<file path="src/hdl/i2crts_pkg.sv">
// ----------------------------------------------------------------------------
// i2crts_pkg
// Shared types and codes for the I2C register transaction sequencer.
// ----------------------------------------------------------------------------
package i2crts_pkg;

  localparam logic [1:0] OP_START_READ  = 2'd0;
  localparam logic [1:0] OP_START_WRITE = 2'd1;
  localparam logic [1:0] OP_WRITE_BYTE  = 2'd2;
  localparam logic [1:0] OP_XFER_DONE   = 2'd3;

  localparam logic [2:0] PH_IDLE   = 3'd0;
  localparam logic [2:0] PH_CHIP   = 3'd1;
  localparam logic [2:0] PH_ADDR   = 3'd2;
  localparam logic [2:0] PH_RSTART = 3'd3;
  localparam logic [2:0] PH_READ   = 3'd4;
  localparam logic [2:0] PH_WANT   = 3'd5;
  localparam logic [2:0] PH_WDATA  = 3'd6;

  localparam logic [1:0] COND_NORMAL = 2'd0;
  localparam logic [1:0] COND_START  = 2'd1;
  localparam logic [1:0] COND_STOP   = 2'd2;

  localparam logic [1:0] AK_WAIT = 2'd0;
  localparam logic [1:0] AK_ACK  = 2'd1;
  localparam logic [1:0] AK_NAK  = 2'd2;

  localparam logic [1:0] ST_OK         = 2'd0;
  localparam logic [1:0] ST_ZERO_READ  = 2'd1;
  localparam logic [1:0] ST_BYTE_FAIL  = 2'd2;
  localparam logic [1:0] ST_UNEXPECTED = 2'd3;

  localparam logic [2:0] MAX_ADDR_LEN = 3'd4;
  localparam logic [2:0] XFER_OK      = 3'd0;

  typedef struct packed {
    logic [1:0]  opcode;
    logic [6:0]  chip;
    logic [31:0] mem_addr;
    logic [2:0]  addr_len;
    logic [15:0] byte_count;
    logic [7:0]  data;
    logic [2:0]  xfer_error;
  } req_t;

  typedef struct packed {
    logic       cmd_valid;
    logic [1:0] cmd_condition;
    logic [1:0] cmd_acknack;
    logic       cmd_read;
    logic [7:0] cmd_data;
    logic       rx_valid;
    logic [7:0] rx_data;
    logic       want_data;
    logic       done_res;
    logic [1:0] status;
    logic [2:0] fail_code;
  } res_t;

  typedef struct packed {
    logic [2:0]  phase;
    logic [6:0]  target_chip;
    logic [31:0] register_address;
    logic [2:0]  addr_left;
    logic [15:0] data_left;
    logic        reading;
  } seq_state_t;

endpackage

</file>
<file path="src/hdl/i2crts_step.sv">
// ----------------------------------------------------------------------------
// i2crts_step
// Next-state and result logic for one request against the sequencer state.
// ----------------------------------------------------------------------------
module i2crts_step (
  input  i2crts_pkg::seq_state_t state_i,
  input  i2crts_pkg::req_t       req_i,
  output i2crts_pkg::seq_state_t state_o,
  output i2crts_pkg::res_t       res_o
);

  logic        busy;
  logic        waiting;
  logic [1:0]  addr_idx;
  logic [15:0] left_dec;

  assign busy     = state_i.phase inside {[i2crts_pkg::PH_CHIP : i2crts_pkg::PH_WDATA]};
  assign waiting  = busy && (state_i.phase != i2crts_pkg::PH_WANT);
  assign addr_idx = 2'(state_i.addr_left - 3'd1);
  assign left_dec = state_i.data_left - 16'd1;

  always_comb begin
    state_o = state_i;
    res_o   = '0;
    if ((req_i.opcode == i2crts_pkg::OP_START_READ ||
         req_i.opcode == i2crts_pkg::OP_START_WRITE) && !busy) begin
      if (req_i.opcode == i2crts_pkg::OP_START_READ && req_i.byte_count == 16'd0) begin
        res_o.done_res = 1'b1;
        res_o.status   = i2crts_pkg::ST_ZERO_READ;
        state_o.phase  = i2crts_pkg::PH_IDLE;
      end else begin
        state_o.target_chip      = req_i.chip;
        state_o.register_address = req_i.mem_addr;
        state_o.addr_left        = (req_i.addr_len > i2crts_pkg::MAX_ADDR_LEN) ?
                                   i2crts_pkg::MAX_ADDR_LEN : req_i.addr_len;
        state_o.data_left        = req_i.byte_count;
        state_o.reading          = (req_i.opcode == i2crts_pkg::OP_START_READ);
        res_o.cmd_valid          = 1'b1;
        res_o.cmd_condition      = i2crts_pkg::COND_START;
        res_o.cmd_acknack        = i2crts_pkg::AK_WAIT;
        res_o.cmd_data           = {req_i.chip, 1'b0};
        state_o.phase            = i2crts_pkg::PH_CHIP;
      end
    end else if (req_i.opcode == i2crts_pkg::OP_WRITE_BYTE &&
                 state_i.phase == i2crts_pkg::PH_WANT) begin
      res_o.cmd_valid     = 1'b1;
      res_o.cmd_condition = (state_i.data_left == 16'd1) ?
                            i2crts_pkg::COND_STOP : i2crts_pkg::COND_NORMAL;
      res_o.cmd_acknack   = i2crts_pkg::AK_WAIT;
      res_o.cmd_data      = req_i.data;
      state_o.data_left   = left_dec;
      state_o.phase       = i2crts_pkg::PH_WDATA;
    end else if (req_i.opcode == i2crts_pkg::OP_XFER_DONE && waiting) begin
      if (req_i.xfer_error != i2crts_pkg::XFER_OK) begin
        res_o.done_res  = 1'b1;
        res_o.status    = i2crts_pkg::ST_BYTE_FAIL;
        res_o.fail_code = req_i.xfer_error;
        state_o.phase   = i2crts_pkg::PH_IDLE;
      end else begin
        case (state_i.phase)
          i2crts_pkg::PH_CHIP, i2crts_pkg::PH_ADDR: begin
            if (state_i.addr_left != 3'd0) begin
              res_o.cmd_valid   = 1'b1;
              res_o.cmd_acknack = i2crts_pkg::AK_WAIT;
              res_o.cmd_data    = state_i.register_address[8*addr_idx +: 8];
              state_o.addr_left = state_i.addr_left - 3'd1;
              state_o.phase     = i2crts_pkg::PH_ADDR;
            end else if (state_i.reading) begin
              res_o.cmd_valid     = 1'b1;
              res_o.cmd_condition = i2crts_pkg::COND_START;
              res_o.cmd_data      = {state_i.target_chip, 1'b1};
              state_o.phase       = i2crts_pkg::PH_RSTART;
            end else if (state_i.data_left != 16'd0) begin
              res_o.want_data = 1'b1;
              state_o.phase   = i2crts_pkg::PH_WANT;
            end else begin
              res_o.done_res = 1'b1;
              state_o.phase  = i2crts_pkg::PH_IDLE;
            end
          end
          i2crts_pkg::PH_RSTART: begin
            res_o.cmd_valid = 1'b1;
            res_o.cmd_read  = 1'b1;
            if (state_i.data_left == 16'd1) begin
              res_o.cmd_condition = i2crts_pkg::COND_STOP;
              res_o.cmd_acknack   = i2crts_pkg::AK_NAK;
            end else begin
              res_o.cmd_acknack = i2crts_pkg::AK_ACK;
            end
            state_o.phase = i2crts_pkg::PH_READ;
          end
          i2crts_pkg::PH_READ: begin
            res_o.rx_valid    = 1'b1;
            res_o.rx_data     = req_i.data;
            state_o.data_left = left_dec;
            if (left_dec == 16'd0) begin
              res_o.done_res = 1'b1;
              state_o.phase  = i2crts_pkg::PH_IDLE;
            end else begin
              res_o.cmd_valid = 1'b1;
              res_o.cmd_read  = 1'b1;
              if (left_dec == 16'd1) begin
                res_o.cmd_condition = i2crts_pkg::COND_STOP;
                res_o.cmd_acknack   = i2crts_pkg::AK_NAK;
              end else begin
                res_o.cmd_acknack = i2crts_pkg::AK_ACK;
              end
              state_o.phase = i2crts_pkg::PH_READ;
            end
          end
          default: begin
            if (state_i.data_left != 16'd0) begin
              res_o.want_data = 1'b1;
              state_o.phase   = i2crts_pkg::PH_WANT;
            end else begin
              res_o.done_res = 1'b1;
              state_o.phase  = i2crts_pkg::PH_IDLE;
            end
          end
        endcase
      end
    end else begin
      if (!busy) begin
        state_o.phase = i2crts_pkg::PH_IDLE;
      end
      res_o.status = i2crts_pkg::ST_UNEXPECTED;
    end
  end

endmodule

</file>
<file path="src/hdl/i2c_register_transaction_sequencer.sv">
// ----------------------------------------------------------------------------
// i2c_register_transaction_sequencer
// Path: an accepted request is held in the input register, and its result is
// loaded into the result register when the output side can take it.
// Throughput: one request per cycle unless out_ready_i holds the result; the
// step logic lies between input and result registers; state loads with result.
// Reset: asynchronous, active low; state returns to idle with cleared fields.
// ----------------------------------------------------------------------------
module i2c_register_transaction_sequencer (
  input  logic                  clk_i,
  input  logic                  rst_ni,
  input  logic                  in_valid_i,
  output logic                  in_ready_o,
  input  i2crts_pkg::req_t      in_req_i,
  output logic                  out_valid_o,
  input  logic                  out_ready_i,
  output i2crts_pkg::res_t      out_res_o
);

  logic                   in_valid_q;
  i2crts_pkg::req_t       in_q;
  logic                   out_valid_q;
  i2crts_pkg::res_t       out_q;
  i2crts_pkg::seq_state_t state_q;
  i2crts_pkg::seq_state_t state_d;
  i2crts_pkg::res_t       res_d;
  logic                   advance;

  assign advance    = in_valid_q && (!out_valid_q || out_ready_i);
  assign in_ready_o = !in_valid_q || advance;

  i2crts_step u_step (
    .state_i (state_q),
    .req_i   (in_q),
    .state_o (state_d),
    .res_o   (res_d)
  );

  always_ff @(posedge clk_i or negedge rst_ni) begin
    if (!rst_ni) begin
      in_valid_q <= 1'b0;
    end else if (in_ready_o) begin
      in_valid_q <= in_valid_i;
    end
  end

  always_ff @(posedge clk_i) begin
    if (in_ready_o && in_valid_i) begin
      in_q <= in_req_i;
    end
  end

  always_ff @(posedge clk_i or negedge rst_ni) begin
    if (!rst_ni) begin
      out_valid_q <= 1'b0;
      state_q     <= '0;
    end else if (advance) begin
      out_valid_q <= 1'b1;
      state_q     <= state_d;
    end else if (out_ready_i) begin
      out_valid_q <= 1'b0;
    end
  end

  always_ff @(posedge clk_i) begin
    if (advance) begin
      out_q <= res_d;
    end
  end

  assign out_valid_o = out_valid_q;
  assign out_res_o   = out_q;

`ifndef SYNTHESIS
  a_cmd_zero: assert property (@(posedge clk_i) disable iff (!rst_ni)
    out_valid_q && !out_q.cmd_valid |-> out_q.cmd_data == 8'd0 &&
      out_q.cmd_condition == i2crts_pkg::COND_NORMAL && !out_q.cmd_read)
    else $error("command fields set without a command");

  a_rx_zero: assert property (@(posedge clk_i) disable iff (!rst_ni)
    out_valid_q && !out_q.rx_valid |-> out_q.rx_data == 8'd0)
    else $error("rx data set without rx valid");

  a_done_idle: assert property (@(posedge clk_i) disable iff (!rst_ni)
    out_valid_q && out_q.done_res |-> state_q.phase == i2crts_pkg::PH_IDLE)
    else $error("transaction ended but sequencer not idle");

  a_advance_loads: assert property (@(posedge clk_i) disable iff (!rst_ni)
    advance |=> out_valid_q)
    else $error("request consumed without a result");
`endif

endmodule
</file>
<file path="config.mk">
export PLATFORM = sky130hd
export DESIGN_NAME = i2c_register_transaction_sequencer
export DESIGN_NICKNAME = d
export VERILOG_FILES = /design/src/hdl/i2crts_pkg.sv /design/src/hdl/i2crts_step.sv /design/src/hdl/i2c_register_transaction_sequencer.sv
export SDC_FILE = /design/constraint.sdc
export NUM_CORES = 1
export LEC_CHECK = 0
export BUFFER_PORTS_ARGS = -buffer_cell sky130_fd_sc_hd__buf_2
export CORE_AREA = 2 2 95 134
export DETAILED_ROUTE_END_ITERATION = 10
export DIE_AREA = 0 0 97 136
export HOLD_SLACK_MARGIN = 0.1
export PLACE_DENSITY = 0.83
export SLEW_MARGIN = 20
export SYNTH_ARGS = -nofsm -noshare
export SYNTH_HDL_FRONTEND = slang
export SYNTH_SLANG_ARGS = --single-unit
</file>
<file path="constraint.sdc">
create_clock -name clk_i -period 7.9 [get_ports clk_i]
set_input_delay 0.79 -clock clk_i [delete_from_list [all_inputs] [get_ports clk_i]]
set_output_delay 0.79 -clock clk_i [all_outputs]
set_load 0.01 [all_outputs]
</file>
* Word level (Yosys, flattened, before mapping) *
Index checks and enable logic that the tools add are counted.

word-level totals
  flip-flop bits (word level) = 165
  input port bits = 75
  output and inout bits = 32

operators by class
  reductions and logical operators = 35
  add/sub/neg operators = 2
  magnitude comparators = 3
  muxes and demuxes = 59
  equality and inequality tests = 16
  bitwise logic cells = 4
  shift-type cells = 1

operators with widths
  kind                                                                    count
  19-bit 2-to-1 mux                                                       3
  3-bit 2-to-1 mux                                                        17
  8-bit 2-to-1 mux                                                        6
  16-bit by 1-bit equality test with 1-bit output, second input constant  2
  16-bit logical NOT                                                      2
  16-bit 2-to-1 mux                                                       2
  32-bit by 6-bit variable part select with 8-bit output                  1
  25-bit 2-to-1 mux                                                       1
  24-bit 2-to-1 mux                                                       1
  20-bit 2-to-1 mux                                                       1
  5-bit 2-to-1 mux                                                        4
  2-bit 2-to-1 mux                                                        8
  16-bit nonzero test                                                     1
  16-bit by 1-bit subtractor with 16-bit output, second input constant    1
  5-bit one-hot mux with 3 select lines                                   1
  6-bit 2-to-1 mux                                                        2
  3-bit nonzero test                                                      4
  9-bit 2-to-1 mux                                                        1
  3-bit one-hot mux with 3 select lines                                   1
  1-bit logical AND                                                       8
  1-bit 2-to-1 mux                                                        8
  2-bit nonzero test                                                      4
  4-bit OR reduction                                                      2
  7-bit AND reduction                                                     1
  other kinds (25)                                                        38

* Depth between registers and ports, before layout *
  depth after elaboration = 9
  gate-level depth with buffers = 10

* Hierarchy *
Synthesis repeated with hierarchy kept, for this count alone.

unflattened totals
  cell total of the unflattened synthesis = 673
  area total of the unflattened synthesis = 8,109.0 um^2

by module, submodules not included
  module                              seq. area each (um^2)  instances  area each (um^2)  cells an instance
  i2c_register_transaction_sequencer  4,634.4                1          5,676.7           240
  i2crts_step                         0.0                    1          2,432.3           433

* Least setup slack after synthesis *
No wires, ideal clock.

  kind = input to register
  from = in out_ready_i
  to = reg in_q[0] (netlist bit), enable pin
  buffers on the path = 0
  stages = 2
  setup slack = 4,793 ps
  data required time = 7,463 ps
  arrival = 2,671 ps
  cell sequence = nand3b_1 > and2_1

on the way
  cells in the longest elaborated chain, start to end = 4

ends and longest elaborated chain
  item                    line                                      text
  start: declaration      i2c_register_transaction_sequencer.sv:16  input logic out_ready_i,
  1-bit logical OR        i2c_register_transaction_sequencer.sv:29  assign advance = in_valid_q && (!out_valid_q || out_ready_i);
  1-bit logical AND       i2c_register_transaction_sequencer.sv:29
  1-bit logical OR        i2c_register_transaction_sequencer.sv:30  assign in_ready_o = !in_valid_q || advance;
  1-bit logical AND       i2c_register_transaction_sequencer.sv:48  if (in_ready_o && in_valid_i) begin
  end signal: assignment  i2c_register_transaction_sequencer.sv:49  in_q <= in_req_i;
  end: declaration        i2c_register_transaction_sequencer.sv:21  i2crts_pkg::req_t in_q;

No other way between the ends.
A chain may end at the register's enable or synchronous reset.

* Worst setup path after layout *
  from = reg state_q[59] (netlist bit)
  to = reg state_q[30] (netlist bit)

on the way
  cells in the longest elaborated chain, start to end = 5

ends and longest elaborated chain
  item                                                                                                     line                                      text
  start: declaration                                                                                       i2c_register_transaction_sequencer.sv:24  i2crts_pkg::seq_state_t state_q;
  start signal: assignment                                                                                 i2c_register_transaction_sequencer.sv:59  state_q <= state_d;
  3-bit by 1-bit >= comparator with 1-bit output / 3-bit less-or-equal comparator (equally long branches)  i2crts_step.sv:17                         assign busy = state_i.phase inside {[i2crts_pkg::PH_CHIP : i2crts_pkg::PH_WDATA]};
  1-bit logical AND (*)                                                                                    i2crts_step.sv:17
  1-bit logical NOT (*)                                                                                    i2crts_step.sv:26                         req_i.opcode == i2crts_pkg::OP_START_WRITE) && !busy) begin
  1-bit logical AND (*)                                                                                    i2crts_step.sv:26
  3-bit AND reduction (no source line) (*)                                                                 --

Every way passes the cells marked *; elsewhere a longest branch is shown, timed or not.

==> summary.txt <==
Pwr
  • Pleak: 3.36 nW
  • P_int: 2.02 mW
  • Clock Power Share: 28.1%
  • Net Sw Frac: 33.0%
  • Sw Pwr: 0.993 mW
  • Total power: 3.01 mW
  • Max VDD drop: 0.226 mV
  • Sequential share of power: 44.3%
  • Logic pwr share: 27.6%
  • Pwr Density: 361 nW/um^2

Placed design
  • Post-place setup slack: 4.24 ns
  • Placed insts: 752
  • DP HPWL: 10600 um
  • GPL Wtd Cong: 0.916
  • Port Buffer Count: 106

Clock tree
  • CTS buffer count: 17
  • Buffer levels on the longest clock path: 2
  • Post-cts resize count: 0
  • Clock Latency Late Sink: 0.42 ns
  • Clock Tree Root: clkbuf_16
  • CTS tree: built
  • Post-CTS Repair Setup Buffers: 0
  • Reg clk slew, reported paths: 0.07 ns
  • Hold_buf cts: 0
  • TritonCTS Sinks: 165
  • Htree depth: 4

Timing
  • Final Slew Violations: 0
  • F_max: 306 MHz
  • Skew final: 0.00746 ns
  • Endpoints failing setup: 0
  • Smallest setup slack after layout: 4.63 ns
  • Slew margin rel.: 40.0%
  • TNS Setup: 0 ns
  • Final period util: 41.4%
  • Fin. Hold Viols: 0
  • Least-Margin Pin Slew: 0.897 ns
  • Final Critical Period: 3.27 ns
  • RSZ-0062 raised after global routing: false

Global routing
  • Congestion Overflow GR: 0
  • Largest net degree at the start of global routing: 72
  • Initial antenna violation count: 0
  • Total Routing Usage GR: 24.8%
  • First-pass GRT wire length: 24900 um
  • Vias in the first global route: 4774

Setup path
  • CP peak stage delay: 0.63 ns
  • CP Buf/Inv Count: 0
  • Worst EP arrival: 3.57 ns
  • CP Launch Type: flip-flop
  • Worst Path Max Fanout: 40
  • CP Capture Type: flip-flop
  • Kind of critical path: reg -> reg
  • Crit path max-delay family: simple AND/OR/NAND/NOR gates
  • Critical-path cell list: or3_4 -> a21o_1 -> nor2_4 -> nand2_2 -> mux2_1
  • Critical path required time: 8.21 ns
  • Max stage delay cell, worst path: nand2_2

Drt
  • WL/cell: 20.0 um
  • Post-DRT Antenna Nets: 0
  • TritonRoute pass-1 iters: 5
  • DR vias/cell: 6.10
  • DR DRC count: 0
  • Via count: 4784
  • Routed WL: 15700 um
  • Initial DRC count: 334

Synthesis
  • Syn nets: 598
  • Synth area leader: edfxtp_1
  • Distinct cells, synth: 68
  • Avg Synthesized Cell Area: 13.8 um^2
  • Seq/Total Area, Yosys: 64.7%
  • Post-synth EDFFs: 101
  • Asr flop ratio synth: 38.8%
  • #FFs+latches synth: 165
  • Share of the synthesized area in the top cell type: 42.3%
  • Cells after Synth: 518
  • Yosys warnings: 0
  • Post-synthesis cell area: 7170 um^2
  • Synth top area cells: edfxtp_1 (42%), dfrtp_1 (22%), mux2_2 (6.3%), mux4_2 (2.5%), a21oi_1 (2.2%)
  • Top_reg_cell synth: edfxtp_1

Layout
  • Net count, final: 701
  • Area grow syn2layout: 16.6%
  • Ratio of cells with drive above 1 in the final layout: 33.4%
  • Register area: 4630 um^2
  • Utilization after layout: 69.2%
  • Commonest non-fill, non-tap cells in the layout: buf_2 (106), edfxtp_1 (101), dfrtp_1 (64)
  • Antenna diodes: 0
  • Multi-input logic area: 2330 um^2
  • Layout fillers: 828
  • Cell Count, Final, Fillers Out: 784
  • Commonest non-fill, non-tap cell in the layout: buf_2

Floorplanning
  • Die W: 97 um
  • Top Ports: 107
  • Core footprint: 12100 um^2
  • Die area: 13200 um^2
  • FP Rows: 48
  • Initial Util: 59.4%
  • Chip height: 136 um

Run status
  • Status: completed

Worst hold path
  • Hold Crit Class: reg -> reg

Job
  • Maxcap violations: 0
[worst reg2reg max path: cells and delay by family, from the launching register on]
family	cells	cell delay [ns]
flops	1	0.55
simple gates	3	1.61
compound gates	1	0.45
mux	1	0.55
[routing by layer]
metal,up-vias,GRT usage [%],part of all wire (%)
li1,2166,-,-
met4,0,10.4,3.0
met2,194,44.9,55
met1,2382,28.7,37
met5,-,0,0
met3,42,4.88,4.9
[Yosys cell counts (2+ instances only)]
cell type and n:
or3_4 3, o2bb2ai_1 5, buf_6 8, a221o_1 7, a21o_1 3, nand3_1 16
buf_2 11, inv_1 10, mux4_2 8, dfrtp_1 64, and3_1 13, or4_1 2
xnor2_1 4, a21oi_1 31, nor4_1 7, mux2_2 40, mux2i_1 2, or3_1 3
xor2_1 2, and2_1 6, clkbuf_1 7, o211ai_1 3, nand2_1 32, o21ai_0 23
a22oi_1 3, nor4_2 2, nor3_1 18, nand2b_1 4, a21boi_0 2, a31oi_1 3
nand4_1 5, ha_1 5, maj3_1 2, nor2_1 30, edfxtp_1 101
[worst paths after layout]
kind | start | to | slack, ns | depth (start not counted)
max reg2reg | state_q[59] | state_q[30] | 4.63 | 5
max | state_q[59] | state_q[30] | 4.63 | 5
min | in_q[36] | state_q[26] | 0.48 | 1
min in group asynchronous | rst_ni | state_q[43] | 0.54 | 2
min reg2reg | in_q[36] | state_q[26] | 0.48 | 1
max in group asynchronous | rst_ni | state_q[31] | 6.81 | 2
[power by group through the flow]
stage | Clock, mW | Combinational (mW) | Sequential [mW]
global placement | 0 | 0.784 | 1.32
floorplan | 0 | 0.696 | 1.24
CTS | 0.853 | 0.829 | 1.33
detailed placement | 0 | 0.815 | 1.34
finish | 0.847 | 0.831 | 1.34
global route | 0.894 | 0.902 | 1.36
[logic make-up after synthesis]
kind of cell	share of synthesized area, %
fa+ha+maj	1.15
compound gates	8.69
mux	9.24
buf+inv	2.97
flops	64.7
xor+xnor	0.733
simple gates	12.6
[flip-flops by register name, summed over array words and instances, names as in the netlist]
name / cells
out_res_o: 30
in_q: 71
in_valid_q: 1
out_valid_o: 1
state_q: 62
[cell type report]
class / count / share of cell area (%)
Clock buffer: 18 / 5.13
Multi-Input combinational cell: 316 / 27.8
Tap cell: 150 / 2.25
Inverter: 10 / 0.449
Sequential cell: 165 / 55.4
Timing Repair Buffer: 111 / 6.80
Clock inverter: 14 / 2.10
[stage by stage]
step | hold WS (ns) | cell area, um^2
5_1_grt | 0.488 | 8360
3_3_place_gp | 0.440 | 7750
4_1_cts | 0.482 | 8360
6_report | 0.476 | 8360
3_5_place_dp | 0.465 | 7750
2_1_floorplan | 0.432 | 7170
No activity file was read; power rests on OpenSTA's default activity.
